===== config.mk =====
export PLATFORM = sky130hd
export DESIGN_NAME = bfz_scan_ctrl
export DESIGN_NICKNAME = d
export VERILOG_FILES = /design/src/hw/rtl/bfz_pkg.sv /design/src/hw/rtl/bfz_scan_ctrl.sv
export SDC_FILE = /design/constraint.sdc
export NUM_CORES = 1
export LEC_CHECK = 0
export ABC_AREA = 1
export ABC_CLOCK_PERIOD_IN_PS = 3800
export BUFFER_PORTS_ARGS = -buffer_cell sky130_fd_sc_hd__buf_2
export CAP_MARGIN = 20
export CORE_MARGIN = 1
export CORE_UTILIZATION = 55
export DETAILED_ROUTE_END_ITERATION = 10
export GPL_TIMING_DRIVEN = 0
export HOLD_SLACK_MARGIN = 0.12
export PLACE_DENSITY = 0.73
export SLEW_MARGIN = 30
export SYNTH_ARGS = -nofsm -noshare
export SYNTH_HDL_FRONTEND = slang
export SYNTH_SLANG_ARGS = --single-unit

===== constraint.sdc =====
create_clock -name aclk -period 3.8 [get_ports aclk]
set_input_delay 0.38 -clock aclk [delete_from_list [all_inputs] [get_ports aclk]]
set_output_delay 0.38 -clock aclk [all_outputs]
set_load 0.01 [all_outputs]

===== src/hw/rtl/bfz_pkg.sv =====
// Package for the 3x3 zero-padded box filter: shared widths, register codes,
// per-item control struct and the divide-by-nine reciprocal.
// No dependencies.
package bfz_pkg;

    localparam int PIXEL_BITS       = 16;
    localparam int MEAN_BITS        = 20;
    localparam int CFG_BITS         = 13;
    localparam int CFG_IDX_BITS     = 1;
    localparam int ROW_BITS         = 12;   // output row counter
    localparam int IN_ROW_BITS      = 13;   // input row runs up to height + 1
    localparam int SUM_BITS         = 20;   // nine 16-bit samples
    localparam int HEIGHT_MAX       = 4096;
    localparam int SIZE_MIN         = 3;
    localparam int FRAME_SIZE_RESET = 2160;

    // floor(sum * 16 / 9) == (sum * ceil(2^28 / 9)) >> 24, exact for sum < 2^23
    localparam int                    RECIP_BITS  = 25;
    localparam int                    RECIP_SHIFT = 24;
    localparam logic [RECIP_BITS-1:0] RECIP_9     = 25'd29826162;

    typedef logic [PIXEL_BITS-1:0] pixel_t;

    typedef enum logic [CFG_IDX_BITS-1:0] {
        REG_FRAME_WIDTH  = 1'b0,
        REG_FRAME_HEIGHT = 1'b1
    } cfg_reg_t;

    // Per-transaction control, produced by the scan counters at accept time.
    typedef struct packed {
        logic emit;       // this transaction produces a result
        logic col_zero;   // input column is 0: right neighbor column is masked from the sum
        logic left_skip;  // output column 0: left neighbor outside the frame
        logic top_skip;   // output row 0: upper neighbor row outside the frame
        logic bot_skip;   // last output row: lower neighbor row outside the frame
        logic last;       // final output pixel of the frame
    } item_ctl_t;

endpackage


===== src/hw/rtl/bfz_scan_ctrl.sv =====
// Scan position counters and frame size registers of the box filter.
// Depends on bfz_pkg.
module bfz_scan_ctrl
    import bfz_pkg::*;
#(
    parameter int  MAX_WIDTH = 4096,
    localparam int COL_BITS  = $clog2(MAX_WIDTH)
) (
    input  logic                    aclk,
    input  logic                    aresetn,
    input  logic                    cfg_wr_en,
    input  logic [CFG_IDX_BITS-1:0] cfg_index,
    input  logic [CFG_BITS-1:0]     cfg_data,
    input  logic                    advance,
    output logic [COL_BITS-1:0]     col,
    output item_ctl_t               ctl
);

    localparam int CNT_BITS  = $clog2(MAX_WIDTH + 1);
    localparam int WCMP_BITS = (CNT_BITS > CFG_BITS) ? CNT_BITS : CFG_BITS;
    localparam int RST_WIDTH = (FRAME_SIZE_RESET > MAX_WIDTH) ? MAX_WIDTH : FRAME_SIZE_RESET;
    localparam logic [WCMP_BITS-1:0] W_LIMIT = WCMP_BITS'(MAX_WIDTH);
    localparam logic [WCMP_BITS-1:0] W_MIN   = WCMP_BITS'(SIZE_MIN);

    logic [COL_BITS-1:0]    width_m1_reg;
    logic [CFG_BITS-1:0]    height_reg;
    logic [COL_BITS-1:0]    in_col_reg, in_col_next;
    logic [IN_ROW_BITS-1:0] in_row_reg, in_row_next;
    logic [COL_BITS-1:0]    out_col_reg, out_col_next;
    logic [ROW_BITS-1:0]    out_row_reg, out_row_next;

    logic [WCMP_BITS-1:0]   w_req, w_dec;
    logic [COL_BITS-1:0]    w_eff_m1;
    logic [CFG_BITS-1:0]    h_eff;
    logic [ROW_BITS-1:0]    height_m1;
    logic                   restart;

    // register clamping
    always_comb begin
        w_req = WCMP_BITS'(cfg_data);
        w_dec = w_req - WCMP_BITS'(1);
        if (w_req < W_MIN) begin
            w_eff_m1 = COL_BITS'(SIZE_MIN - 1);
        end else if (w_req > W_LIMIT) begin
            w_eff_m1 = COL_BITS'(MAX_WIDTH - 1);
        end else begin
            w_eff_m1 = w_dec[COL_BITS-1:0];
        end
        if (cfg_data < CFG_BITS'(SIZE_MIN)) begin
            h_eff = CFG_BITS'(SIZE_MIN);
        end else if (cfg_data > CFG_BITS'(HEIGHT_MAX)) begin
            h_eff = CFG_BITS'(HEIGHT_MAX);
        end else begin
            h_eff = cfg_data;
        end
    end

    assign height_m1 = ROW_BITS'(height_reg - CFG_BITS'(1));

    always_comb begin
        ctl.emit      = (in_row_reg >= IN_ROW_BITS'(2)) ||
                        ((in_row_reg == IN_ROW_BITS'(1)) && (in_col_reg != '0));
        ctl.col_zero  = (in_col_reg == '0);
        ctl.left_skip = (out_col_reg == '0);
        ctl.top_skip  = (out_row_reg == '0);
        ctl.bot_skip  = (out_row_reg == height_m1);
        ctl.last      = ctl.emit && ctl.bot_skip && (out_col_reg == width_m1_reg);

        out_col_next = out_col_reg;
        out_row_next = out_row_reg;
        if (ctl.emit) begin
            if (out_col_reg == width_m1_reg) begin
                out_col_next = '0;
                out_row_next = out_row_reg + ROW_BITS'(1);
            end else begin
                out_col_next = out_col_reg + COL_BITS'(1);
            end
        end

        if (in_col_reg == width_m1_reg) begin
            in_col_next = '0;
            in_row_next = in_row_reg + IN_ROW_BITS'(1);
        end else begin
            in_col_next = in_col_reg + COL_BITS'(1);
            in_row_next = in_row_reg;
        end

        restart = ctl.last || (in_row_next > (IN_ROW_BITS'(height_reg) + IN_ROW_BITS'(1)));
    end

    always_ff @(posedge aclk) begin
        if (!aresetn) begin
            width_m1_reg <= COL_BITS'(RST_WIDTH - 1);
            height_reg   <= CFG_BITS'(FRAME_SIZE_RESET);
            in_col_reg   <= '0;
            in_row_reg   <= '0;
            out_col_reg  <= '0;
            out_row_reg  <= '0;
        end else if (cfg_wr_en) begin
            case (cfg_reg_t'(cfg_index))
                REG_FRAME_WIDTH: begin
                    width_m1_reg <= w_eff_m1;
                end
                REG_FRAME_HEIGHT: begin
                    height_reg <= h_eff;
                end
                default: begin
                end
            endcase
            in_col_reg  <= '0;
            in_row_reg  <= '0;
            out_col_reg <= '0;
            out_row_reg <= '0;
        end else if (advance) begin
            if (restart) begin
                in_col_reg  <= '0;
                in_row_reg  <= '0;
                out_col_reg <= '0;
                out_row_reg <= '0;
            end else begin
                in_col_reg  <= in_col_next;
                in_row_reg  <= in_row_next;
                out_col_reg <= out_col_next;
                out_row_reg <= out_row_next;
            end
        end
    end

    assign col = in_col_reg;

endmodule


==> summary.txt <==
via count: 5812
CTS tree: yes
router iterations before antenna repair: 5
Unique masters post-synth: 44
CTS clk-pin slew, worst paths: 0.08 ns
delay-heaviest family, CP: simple AND/OR/NAND/NOR gates
Yosys Warn Count: 0
leakage power: 0.00274 uW
DRT iter0 DRCs: 360
CP Max Fanout: 10
area occupied by multi-input gates: 0.00362 mm^2
share of cells above drive strength 1: 13.5%
Die Span Y: 104 um
post-synthesis instance total: 883
sequential share of the synthesized area: 26.0%
worst-skew pair later-pin latency: 0.36 ns
CTS Root Cell: clkbuf_8
status: complete, no violations
power per cell area: 278 mW/mm^2
Sequential cell area: 0.00149 mm^2
worst hold-check path type: in -> reg
Via density: 5.44
fillers: 938
CP max stage delay: 0.36 ns
WP buf/inv: 4
TNS Setup: 0 ns
wire length per cell: 14.9 um
Slowest cell on crit path: nor4_2
antenna violations before repair: 0
dominant synthesized flop cell: dfxtp_1
FP Rows: 36
vias in the first global route: 5479
core area: 0.00991 mm^2
required time of the critical path: 4.09 ns
Max Fclk: 0.289 GHz
# IOs: 36
Critical Path AT: 3.76 ns
share of synthesized registers carrying an async set or reset: 0%
GRT overflow: 0
crit path cell chain: buf_6 -> inv_1 -> nor4_2 -> nand3_1 -> nor3_2 -> nand4_1 -> xor2_1 -> ha_1 -> a21oi_1 -> o21ai_0 -> nor2_1 -> nand2_1 -> nand2_2 -> nand2_1 -> nand2_2 -> inv_2 -> buf_6 -> nand2_1 -> nand2_2 -> nor2_1
worst-margin pin slew: 0.574 ns
commonest cells in the netlist: nand2_1 (205), inv_1 (116), nor2_1 (75)
Hold Vio Cnt, Final: 0
Peak VDD IR: 0.225 mV
relative slew slack: 61.6%
Initial Util: 57.6%
CP startpoint kind: flop
Port Buffers: 34
post-route ant nets: 0
unrepaired setup endpoints after global routing: true
cts bufs inserted: 9
Crit. End Element: flop
Mapped Nets: 926
Synth top area share: 26.0%
post-synthesis average cell area: 6.46 um^2
largest net degree at the start of global routing: 15
H-tree depth: 3
Worst Slack Setup Final: 0.338 ns
top post-synthesis cells by area: dfxtp_1 (26%), nand2_1 (13%), inv_1 (7.6%)
dpl ws: 0.0593 ns
detailed placer's ending HPWL: 12500 um
area grow syn2layout: 11.1%
Final min period: 3.46 ns
die area: 0.0108 mm^2
number of synthesized flops with an enable pin: 0
final WL: 16000 um
GP Congestion: 0.954
Post-Route Skew: 0.0161 ns
cell taking the most area after synthesis: dfxtp_1
max-slew violations: 0
Post-CTS Hold Buffers: 0
die width: 104 um
DRC: 0
Syn Std Cell Area: 0.00570 mm^2
Final Cycle Share: 91.1%
CTS sink count: 74
fin nets: 973
Total GRT Usage: 30.4%
synthesis-stage register bit count: 74
Final Setup Violations: 0
n_diodes: 0
WS Path Type: reg -> reg
maximum clock path buffer count: 2
max-cap violation count: 0
most frequent cell after synthesis: nand2_1
first-pass GRT wire length: 26600 um
final timing paths:
check | to | slack (ns) | depth (start not counted) | from
max | out_row_reg[11]$_SDFFE_PP0P_ | 0.34 | 20 | height_reg[3]$_SDFFE_PN0P_
min | width_m1_reg[1]$_SDFFE_PN1P_ | 0.29 | 2 | aresetn
max reg2reg | out_row_reg[11]$_SDFFE_PP0P_ | 0.34 | 20 | height_reg[3]$_SDFFE_PN0P_
min reg2reg | in_row_reg[3]$_SDFFE_PP0P_ | 0.50 | 2 | in_row_reg[3]$_SDFFE_PP0P_
final cells by class:
type	instances	area share, %
multi-input combinational	655	57.2
sequential	74	23.4
inverter	127	7.60
timing repair buffer	36	2.92
buffer	27	2.70
tap	133	2.63
clock buffer	9	1.95
clock inverter	7	1.60
layer usage:
metal,vias up,global-route usage (%),routed length [um],part of all wire [%]
met5,-,0,0,0
li1,2956,-,-,-
met2,164,49.3,7360,46
met3,35,4.15,960,6.0
met4,0,12.6,395,2.5
met1,2657,40.7,7240,45
layout by cell type, fill, tap and decap left out, types with 3 or more instances in the layout:
cell,instances
dfxtp_1,71
clkbuf_8,9
nand3b_1,5
nand3_1,74
nand3_2,3
xor2_1,47
nand2_1,205
nand2_2,7
buf_2,40
nor3_1,23
buf_4,4
clkbuf_1,8
a21oi_1,64
or2_2,5
nor4_1,6
buf_6,7
o21ai_1,5
nand4_1,25
o211ai_1,3
ha_1,25
nor2_2,7
nor3_2,6
dfxtp_2,3
inv_1,115
nor2_1,75
o21ai_0,25
o21ai_2,5
a22oi_1,4
xnor2_1,16
inv_2,9
nor2_4,4
through the flow:
| step | cell area (um^2) | instances | hold slack [ns] | util (%) | total power, uW |
|---|---|---|---|---|---|
| finish | 6340 | 1068 | 0.295 | 64.0 | 1760 |
| global route | 6340 | 1068 | 0.295 | 64.0 | 1830 |
| CTS | 6270 | 1066 | 0.280 | 63.2 | 1760 |
| detailed placement | 6040 | 1050 | 0.481 | 61.0 | 1060 |
| global placement | 6040 | 1050 | 0.478 | 61.0 | 1060 |
| floorplan | 5700 | 883 | 0.457 | - | 985 |
what timing repair did:
| item | in CTS | in global routing |
|---|---|---|
| gates resized for setup | 0 | 27 |
| setup endpoints to repair | 0 | 49 |
| buffers inserted | 0 | 2 |
where the power goes:
part | total, uW | internal (uW) | switching [uW]
registers | 818 | 792 | 25.7
clock network | 710 | 376 | 335
logic | 234 | 78.2 | 156
total | 1760 | 1250 | 517
cell families after synthesis:
family                     share of synthesized area, %
AOI/OAI and AO/OA                                  11.4
xor gates and xnor gates                           9.67
adders and majority gates                          5.48
buffers and inverters                              11.4
DFF                                                26.0
and+or+nand+nor                                    36.1
No activity file was read; power rests on OpenSTA's default activity.
