## src/hw/rtl/bfz_pkg.sv

```systemverilog
// Package for the 3x3 zero-padded box filter: shared widths, register codes,
// per-item control struct and the divide-by-nine reciprocal.
// No dependencies.
package bfz_pkg;

    localparam int PIXEL_BITS       = 16;
    localparam int MEAN_BITS        = 20;
    localparam int CFG_BITS         = 13;
    localparam int CFG_IDX_BITS     = 1;
    localparam int ROW_BITS         = 12;   // output row counter
    localparam int IN_ROW_BITS      = 13;   // input row runs up to height + 1
    localparam int SUM_BITS         = 20;   // nine 16-bit samples
    localparam int HEIGHT_MAX       = 4096;
    localparam int SIZE_MIN         = 3;
    localparam int FRAME_SIZE_RESET = 2160;

    // floor(sum * 16 / 9) == (sum * ceil(2^28 / 9)) >> 24, exact for sum < 2^23
    localparam int                    RECIP_BITS  = 25;
    localparam int                    RECIP_SHIFT = 24;
    localparam logic [RECIP_BITS-1:0] RECIP_9     = 25'd29826162;

    typedef logic [PIXEL_BITS-1:0] pixel_t;

    typedef enum logic [CFG_IDX_BITS-1:0] {
        REG_FRAME_WIDTH  = 1'b0,
        REG_FRAME_HEIGHT = 1'b1
    } cfg_reg_t;

    // Per-transaction control, produced by the scan counters at accept time.
    typedef struct packed {
        logic emit;       // this transaction produces a result
        logic col_zero;   // input column is 0: right neighbor column is masked from the sum
        logic left_skip;  // output column 0: left neighbor outside the frame
        logic top_skip;   // output row 0: upper neighbor row outside the frame
        logic bot_skip;   // last output row: lower neighbor row outside the frame
        logic last;       // final output pixel of the frame
    } item_ctl_t;

endpackage

```

## src/hw/rtl/bfz_window_sum.sv

```systemverilog
// 3x3 window taps and the masked neighborhood sum of the box filter.
// Depends on bfz_pkg.
module bfz_window_sum
    import bfz_pkg::*;
(
    input  logic                aclk,
    input  logic                aresetn,
    input  logic                shift_en,
    input  item_ctl_t           ctl,
    input  pixel_t              col_upper,
    input  pixel_t              col_middle,
    input  pixel_t              col_lower,
    output logic [SUM_BITS-1:0] sum
);

    // left and center columns; the right column is the incoming one
    pixel_t left_reg   [3];
    pixel_t center_reg [3];
    pixel_t right_col  [3];

    logic   left_en, right_en;
    logic   row_en [3];
    logic [SUM_BITS-1:0] acc;

    assign right_col[0] = col_upper;
    assign right_col[1] = col_middle;
    assign right_col[2] = col_lower;

    always_ff @(posedge aclk) begin
        if (!aresetn) begin
            for (int r = 0; r < 3; r++) begin
                left_reg[r]   <= '0;
                center_reg[r] <= '0;
            end
        end else if (shift_en) begin
            for (int r = 0; r < 3; r++) begin
                left_reg[r]   <= center_reg[r];
                center_reg[r] <= right_col[r];
            end
        end
    end

    // at input column 0 the center is the row's last pixel: no right neighbor
    assign left_en  = !ctl.left_skip;
    assign right_en = !ctl.col_zero;
    assign row_en[0] = !ctl.top_skip;
    assign row_en[1] = 1'b1;
    assign row_en[2] = !ctl.bot_skip;

    always_comb begin
        acc = '0;
        for (int r = 0; r < 3; r++) begin
            if (row_en[r]) begin
                acc = acc + SUM_BITS'(center_reg[r])
                          + (left_en  ? SUM_BITS'(left_reg[r])  : SUM_BITS'(0))
                          + (right_en ? SUM_BITS'(right_col[r]) : SUM_BITS'(0));
            end
        end
    end

    assign sum = acc;

endmodule

```

## config.mk

```make
export PLATFORM = sky130hd
export DESIGN_NAME = bfz_window_sum
export DESIGN_NICKNAME = d
export VERILOG_FILES = /design/src/hw/rtl/bfz_pkg.sv /design/src/hw/rtl/bfz_window_sum.sv
export SDC_FILE = /design/constraint.sdc
export NUM_CORES = 1
export LEC_CHECK = 0
export ABC_AREA = 1
export BUFFER_PORTS_ARGS = -buffer_cell sky130_fd_sc_hd__buf_2
export CAP_MARGIN = 20
export CORE_MARGIN = 2
export CORE_UTILIZATION = 30
export CTS_CLUSTER_SIZE = 25
export DETAILED_ROUTE_END_ITERATION = 6
export GPL_ROUTABILITY_DRIVEN = 0
export PLACE_DENSITY_LB_ADDON = 0.05
export SLEW_MARGIN = 25
export SYNTH_ARGS = -nofsm -noshare
export SYNTH_HDL_FRONTEND = slang
export SYNTH_SLANG_ARGS = --single-unit
```

## constraint.sdc

```tcl
create_clock -name aclk -period 24.5 [get_ports aclk]
set_input_delay 2.45 -clock aclk [delete_from_list [all_inputs] [get_ports aclk]]
set_output_delay 2.45 -clock aclk [all_outputs]
set_load 0.02 [all_outputs]
```

==> results.py, run 1 <==
metrics = {
    "worst_setup_path": {
        "max_stage_delay_ps": 550,
        "slowest_stage": "fa_1",
        "rrSetupSlack_ps": 23670,
        "r2r_cells": 2,
        "crit_arrival_ps": 10240,
        "reg2reg_to": "left_reg[0][38]",
        "path_class": "input port to output pin",
        "path_common_cell": "nand2_1",
        "path_max_fanout": 27,
        "cp-start-kind": "input port",
        "cp.required_ps": 22050,
        "r2r_start": "center_reg[0][38]",
        "crit_path_end_kind": "output pin",
    },
    "cells_and_area": {
        "multi_input_area_sq_um": 5160,
        "fillers": 3253,
        "seq_area_sq_um": 2880,
        "layout.cells.most_common_list": "inv_1, nand2_1, nor2_1",
        "post-route-util_pct": 34.3,
        "mostFrequentLayoutCell": "inv_1",
        "stdcell_count": 1643,
        "area_growth_pct": 11.8,
        "fin_area_sq_um": 10200,
        "diodes": 0,
        "nNetsFinal": 1439,
        "drive_gt1_share_pct": 9.02,
    },
    "timing": {
        "rsz0062_at_grt": "no",
        "final_hold_viol_count": 0,
        "skew_ps": 8.16,
        "period_share_pct": 51.8,
        "tightest_slew_ps": 834,
        "max-slew-margin-rel_pct": 44.4,
        "whs_ps": 586,
        "fin_tns_setup_ps": 0,
        "finalSetupViolations": 0,
        "fin_crit_ps": 12690,
        "layout_setup_ws_ps": 11810,
        "max_freq_mhz": 78.8,
        "slew_violations": 0,
    },
    "logic_synthesis": {
        "synth_top_area_share_pct": 31.5,
        "postSynthAreaPerCell_sq_um": 7.73,
        "synth_nets": 1375,
        "synth_top_flop_cell": "edfxtp_1",
        "synthesis.area_sq_um": 9150,
        "netlist_instances": 1184,
        "synth-edff-count": 96,
        "synth.distinct_cells": 33,
        "synth_top_area_cell": "edfxtp_1",
        "yosysSeqAreaShare_pct": 31.5,
        "async_flop_share_pct": 0,
        "synth.top_cells.by_area": "edfxtp_1, fa_1, inv_1, nand2_1, nor2_1",
        "synth_seq_cells": 96,
        "ys_warn_count": 0,
    },
    "clocking": {
        "cts-root-buf": "clkbuf_16",
        "hold_buffers": 0,
        "clkTransAtPathRegs_ps": 70,
        "clock_path_buffers": 2,
        "cts.repair.resized": 0,
        "cts.sinks": 96,
        "h-tree-depth": 3,
        "cts_tree": "built",
        "clk_latency_ps": 370,
        "cts_made_buffers": 9,
        "post-cts-setup-buffer-count": 0,
    },
    "placed_design": {
        "place_area_sq_um": 9960,
        "dpl_worst_slack_ps": 11740,
        "place_inst": 1627,
        "port-buffer-count": 74,
        "dp_hpwl_microns": 18500,
    },
    "power_and_ir_drop": {
        "power.density_nw_per_um2": 107,
        "ir_worst_vdd_uv": 41.3,
        "leakage_nw": 5.23,
        "power_mw": 1.10,
    },
    "detailed_routing": {
        "routed_wl_microns": 23600,
        "vias": 7121,
        "drt_iter0_markers": 316,
        "drtPass1Iterations": 6,
        "wl_per_cell_microns": 14.4,
        "route.detailed.drc": 0,
        "ant_nets": 0,
        "routed_via_density": 4.33,
    },
    "die": {
        "die_h_microns": 179,
        "num_rows": 63,
        "core_area_sq_um": 29800,
        "initial_core_util_pct": 30.7,
        "die_x_microns": 179,
        "design.die.area_sq_um": 31900,
        "ios": 77,
    },
    "global_routing": {
        "track_usage_pct": 16.1,
        "grt_pass1_vias": 7385,
        "antenna_found_initial": 0,
        "grt_pass1_wl_microns": 39100,
        "overflow": 0,
        "grt_max_degree": 97,
    },
    "flow_run": {
        "drv_cap": 0,
    },
    "hold_path": {
        "whs_path_depth": 2,
        "min_from": "center_reg[0][27]",
        "worstHoldEndpoint": "left_reg[0][27]",
        "hold_class": "flop to flop",
    },
    "status": {
        "outcome": "finished, final reports clean",
    },
}
==> worst max-delay path by stage <==
stage | start | cells past startpoint | endpoint
floorplan | ctl[4] | 40 | sum[18]
global placement | ctl[4] | 40 | sum[18]
detailed placement | ctl[3] | 40 | sum[18]
CTS | ctl[3] | 40 | sum[18]
global route | ctl[3] | 40 | sum[18]
finish | ctl[3] | 40 | sum[18]
==> cell type report <==
| type | instances | share of cell area (%) |
|---|---|---|
| Multi-Input combinational cell | 791 | 50.5 |
| Clock inverter | 7 | 0.453 |
| Clock buffer | 9 | 2.20 |
| Tap cell | 390 | 4.77 |
| Timing Repair Buffer | 78 | 3.95 |
| Sequential cell | 96 | 28.2 |
| Inverter | 272 | 9.98 |
==> cells in the mapped netlist, types with 2 or more instances <==
cell type,number
nor2_2,3
nand2_1,245
edfxtp_1,96
nor3_1,6
clkbuf_1,22
inv_1,271
nor2_4,2
nand3b_1,11
nand4_1,2
a21oi_1,54
nor2_1,202
xnor2_1,6
and2_1,11
ha_1,53
o21a_1,2
nand2_2,2
o21ai_2,2
or2_2,6
nand3_1,59
fa_1,81
xor2_1,3
buf_2,2
o21ai_0,33
==> where the power goes <==
group / internal [mW] / switching, mW / total [mW]
sequential: 0.193 / 0.00507 / 0.198
combinational: 0.261 / 0.498 / 0.759
clock: 0.0690 / 0.0709 / 0.140
==> routing by layer <==
metal,vias to the layer above,track usage (%),wire length (microns)
met5,-,0,0
met3,14,3.11,687
met4,0,3.90,342
li1,3731,-,-
met2,78,26.6,10900
met1,3298,21.7,11700
==> cells by family after synthesis <==
family                   count (synthesis)  synth area share, %
AND/OR/NAND/NOR                        552                 24.9
buffers and inverters                  297                 12.2
adder cells (fa/ha/maj)                134                 25.0
AO/OA/AOI/OAI                           96                 5.50
flip-flops                              96                 31.5
XOR/XNOR                                 9                0.862
==> critical path: cells and delay by family <==
| family | cells | cell delay, ps |
|---|---|---|
| AOI/OAI and AO/OA | 1 | 210 |
| adders and majority gates | 9 | 3870 |
| and+or+nand+nor | 22 | 2510 |
| buffers and inverters | 8 | 1150 |
Note: power is estimated with default switching activity, not from simulation.
==> run 2: changes to the inputs <==
==> constraint.sdc (replaced) <==
create_clock -name aclk -period 12.27 [get_ports aclk]
set_input_delay 1.227 -clock aclk [delete_from_list [all_inputs] [get_ports aclk]]
set_output_delay 1.227 -clock aclk [all_outputs]
set_load 0.02 [all_outputs]
==> run 2 against run 1 <==
Net effect:
- global-route usage fell by 0.37 points
- worst hold slack got worse by 2.4 ps
- clock power rose by 110%
- die area did not move
- cell count rose by 0.12%
- critical endpoint unchanged
- largest power group unchanged
==> results.py, run 2 (same netlist as run 1, synthesis figures left out) <==
metrics = {
    "timing": {
        "final_hold_viol_count": 0,
        "max-slew-margin-rel_pct": 45.8,
        "max_freq_mhz": 99.0,
        "finalSetupViolations": 0,
        "period_share_pct": 82.3,
        "rsz0062_at_grt": "no",
        "tightest_slew_ps": 812,
        "fin_crit_ps": 10100,
        "fin_tns_setup_ps": 0,
        "slew_violations": 0,
        "skew_ps": 7.83,
    },
    "cells_and_area": {
        "fillers": 3272,
        "diodes": 0,
        "drive_gt1_share_pct": 9.24,
        "nNetsFinal": 1441,
        "layout.cells.most_common_list": "inv_1, nand2_1, nor2_1",
        "area_growth_pct": 12.2,
        "mostFrequentLayoutCell": "inv_1",
    },
    "worst_setup_path": {
        "cp.required_ps": 11040,
        "r2r_cells": 2,
        "crit_arrival_ps": 8870,
        "path_common_cell": "nand2_1",
        "crit_path_end_kind": "output pin",
        "max_stage_delay_ps": 550,
        "slowest_stage": "fa_1",
        "path_max_fanout": 27,
        "path_buf_inv": 9,
        "cp_top_family": "adder cells",
        "cp_num_cells": 41,
        "path_class": "input port to output pin",
        "cp-start-kind": "input port",
    },
    "power_and_ir_drop": {
        "power_mw": 2.21,
        "power.density_nw_per_um2": 215,
        "p_comb_share_pct": 68.7,
        "intPower_mw": 1.05,
        "pwr-share-seq_pct": 17.9,
        "clockPowerShare_pct": 13.3,
        "swShare_pct": 52.5,
        "ir_worst_vdd_uv": 88.4,
        "leakage_nw": 5.24,
        "p_switching_mw": 1.16,
    },
    "detailed_routing": {
        "drt_iter0_markers": 356,
        "route.detailed.drc": 0,
        "ant_nets": 0,
        "wl_per_cell_microns": 14.4,
        "routed_via_density": 4.38,
        "vias": 7209,
        "routed_wl_microns": 23600,
        "drtPass1Iterations": 5,
    },
    "clocking": {
        "h-tree-depth": 3,
        "cts.sinks": 96,
        "hold_buffers": 0,
        "cts.repair.resized": 0,
        "cts_made_buffers": 9,
        "cts-root-buf": "clkbuf_16",
        "post-cts-setup-buffer-count": 0,
        "cts_tree": "built",
        "clk_latency_ps": 370,
        "clkTransAtPathRegs_ps": 80,
        "clock_path_buffers": 2,
    },
    "die": {
        "design.die.area_sq_um": 31900,
        "initial_core_util_pct": 30.7,
        "core_area_sq_um": 29800,
        "die_h_microns": 179,
        "ios": 77,
        "die_x_microns": 179,
        "num_rows": 63,
    },
    "global_routing": {
        "grt_max_degree": 97,
        "grt_pass1_wl_microns": 38500,
        "track_usage_pct": 15.8,
        "grt_pass1_vias": 7298,
        "overflow": 0,
        "antenna_found_initial": 0,
    },
    "hold_path": {
        "hold_class": "flop to flop",
        "whs_path_depth": 2,
    },
    "placed_design": {
        "port-buffer-count": 74,
        "dp_hpwl_microns": 18500,
    },
    "status": {
        "outcome": "finished, final reports clean",
    },
    "flow_run": {
        "drv_cap": 0,
    },
}
==> run 2: power by group through the flow <==
stage	logic, mW	registers, mW	clock network, mW
CTS	1.54	0.397	0.306
floorplan	1.11	0.403	0
finish	1.52	0.396	0.295
detailed placement	1.53	0.404	0
global route	1.74	0.399	0.316
global placement	1.53	0.404	0
==> run 2: per-stage QoR <==
stage / instances / setup WS, ps / hold WS [ps] / area, sq um / util, %
5_1_grt: 1645 / 1460 / 604 / 10300 / 34.5
6_report: 1645 / 2170 / 584 / 10300 / 34.5
3_5_place_dp: 1629 / 2150 / 566 / 9970 / 33.5
2_1_floorplan: 1184 / 3030 / 542 / 9150 / -
4_1_cts: 1645 / 2130 / 583 / 10300 / 34.5
3_3_place_gp: 1629 / 2130 / 561 / 9970 / 33.5
==> run 2: cell type report <==
| type | count | area, sq um | share of cell area, % |
|---|---|---|---|
| inverters | 272 | 1020 | 9.94 |
| clock buffers | 9 | 225 | 2.19 |
| well taps | 390 | 488 | 4.75 |
| flip-flops and latches | 96 | 2880 | 28.1 |
| multi-input cells | 791 | 5160 | 50.3 |
| clock inverters | 7 | 68.8 | 0.670 |
| repair buffers | 80 | 419 | 4.08 |
==> run 2: worst paths after layout <==
check	slack, ps	startpoint	end
worst min-delay path	580	center_reg[0][24]	left_reg[0][24]
worst max-delay path	2170	ctl[4]	sum[18]
worst min register to register	580	center_reg[0][24]	left_reg[0][24]
worst max register to register	11420	center_reg[0][39]	left_reg[0][39]
==> run 2: per-layer routing <==
layer,global-route usage [%],up-vias,wire [microns],share of wire (%)
li1,-,3745,-,-
met1,21.5,3351,11700,50
met2,26.1,100,10800,46
met3,2.37,13,790,3.3
met4,4.13,0,354,1.5
met5,0,-,0,0
==> run 2: worst min-delay path, cell delays in order (launching register included) <==
cell and delay [ps]:
edfxtp_1 320, inv_1 60, nor2_1 90
==> run 3: changes to the inputs <==
==> constraint.sdc (replaced) <==
create_clock -name aclk -period 9.3 [get_ports aclk]
set_input_delay 0.93 -clock aclk [delete_from_list [all_inputs] [get_ports aclk]]
set_output_delay 0.93 -clock aclk [all_outputs]
set_load 0.02 [all_outputs]
==> run 3 against run 2 <==
Net effect:
- clock-buffer cell count grew 2
- first-iteration DRC count shrank 3.4%
- highest routed layer unchanged
- combinational power grew 49%
- clock power grew 21%
- total power grew 42%
- final area grew 3.8%
==> results.py, run 3 (same netlist as run 1, synthesis figures left out) <==
metrics = {
    "timing": {
        "max_freq_mhz": 113,
        "final_hold_viol_count": 0,
        "period_share_pct": 95.0,
        "tightest_slew_ps": 831,
        "slew_violations": 0,
        "fin_crit_ps": 8840,
        "skew_ps": 4.63,
        "rsz0062_at_grt": "yes",
        "finalSetupViolations": 0,
        "max-slew-margin-rel_pct": 44.6,
    },
    "global_routing": {
        "grt_pass1_wl_microns": 39400,
        "antenna_found_initial": 0,
        "grt_max_degree": 97,
        "overflow": 0,
        "grt_pass1_vias": 7521,
        "track_usage_pct": 16.2,
    },
    "cells_and_area": {
        "multi_input_area_sq_um": 5340,
        "layout.cells.most_common_list": "inv_1, nand2_1, nor2_1",
        "area_growth_pct": 16.6,
        "mostFrequentLayoutCell": "inv_1",
        "seq_area_sq_um": 2880,
        "drive_gt1_share_pct": 14.6,
        "fillers": 3248,
        "nNetsFinal": 1471,
        "fin_area_sq_um": 10700,
        "post-route-util_pct": 35.8,
        "diodes": 0,
    },
    "placed_design": {
        "dp_hpwl_microns": 18800,
        "place_area_sq_um": 10200,
        "port-buffer-count": 74,
    },
    "detailed_routing": {
        "routed_wl_microns": 24000,
        "routed_via_density": 4.37,
        "vias": 7308,
        "drtPass1Iterations": 5,
        "route.detailed.drc": 0,
        "wl_per_cell_microns": 14.3,
        "ant_nets": 0,
        "drt_iter0_markers": 344,
    },
    "power_and_ir_drop": {
        "power_mw": 3.14,
        "leakage_nw": 5.39,
        "ir_worst_vdd_uv": 124,
        "power.density_nw_per_um2": 295,
    },
    "worst_setup_path": {
        "cp-start-kind": "input port",
        "cp_top_family": "adder cells",
        "path_class": "input port to output pin",
        "crit_path_end_kind": "output pin",
        "slowest_stage": "fa_1",
        "r2r_start": "center_reg[0][35]",
        "max_stage_delay_ps": 540,
        "path_common_cell": "nand2_1",
        "path_buf_inv": 10,
        "cp.required_ps": 8370,
        "path_max_fanout": 4,
        "cp-startpoint": "ctl[4]",
        "crit_arrival_ps": 7910,
    },
    "status": {
        "outcome": "finished, final reports clean",
    },
    "clocking": {
        "cts.sinks": 96,
        "cts-root-buf": "clkbuf_16",
        "cts.repair.resized": 0,
        "clkTransAtPathRegs_ps": 70,
        "post-cts-setup-buffer-count": 0,
        "cts_made_buffers": 9,
        "h-tree-depth": 3,
        "hold_buffers": 0,
        "clk_latency_ps": 370,
        "cts_tree": "built",
        "clock_path_buffers": 2,
    },
    "die": {
        "num_rows": 63,
        "initial_core_util_pct": 30.7,
        "core_area_sq_um": 29800,
        "design.die.area_sq_um": 31900,
        "die_h_microns": 179,
        "die_x_microns": 179,
        "ios": 77,
    },
    "hold_path": {
        "min_from": "center_reg[0][27]",
        "hold_class": "flop to flop",
    },
    "flow_run": {
        "drv_cap": 0,
    },
}
-- run 3: stage by stage --
stage | instances | TNS, ps | hold WS (ps) | setup slack (ps)
6_report | 1674 | 0 | 579 | 464
5_1_grt | 1674 | -19.7 | 620 | -13.5
4_1_cts | 1674 | 0 | 588 | 212
3_5_place_dp | 1659 | 0 | 570 | 261
3_3_place_gp | 1659 | 0 | 565 | 255
2_1_floorplan | 1184 | 0 | 542 | 658
-- run 3: path summary, 6_finish.rpt --
| path | end | slack (ps) | depth (start not counted) |
|---|---|---|---|
| max | sum[17] | 460 | 39 |
| min | left_reg[0][27] | 580 | 2 |
| max reg2reg | left_reg[0][35] | 8470 | 2 |
| min reg2reg | left_reg[0][27] | 580 | 2 |
-- run 3: layout make-up --
type | instances | share of cell area [%]
multi-input cells | 791 | 50.1
clock buffers | 11 | 2.18
well taps | 390 | 4.58
clock inverters | 4 | 0.211
inverters | 272 | 9.58
repair buffers | 110 | 6.30
flip-flops and latches | 96 | 27.0
-- run 3: per-layer routing --
metal  vias to the layer above  share of wire (%)  global-route usage [%]
li1                       3794                  -                       -
met4                         0                1.3                    3.73
met3                        13                3.0                    2.94
met1                      3412                 49                    21.9
met2                        89                 46                    26.9
met5                         -                  0                       0
-- run 3: tightest hold or removal path, cell delays in order, from the launching register on --
cell and delay (ps):
edfxtp_1 320, inv_1 60, nor2_1 90
-- run 3: where the power goes --
group / internal, mW / switching (mW)
Clock: 0.179 / 0.176
Sequential: 0.510 / 0.0134
Combinational: 0.881 / 1.38
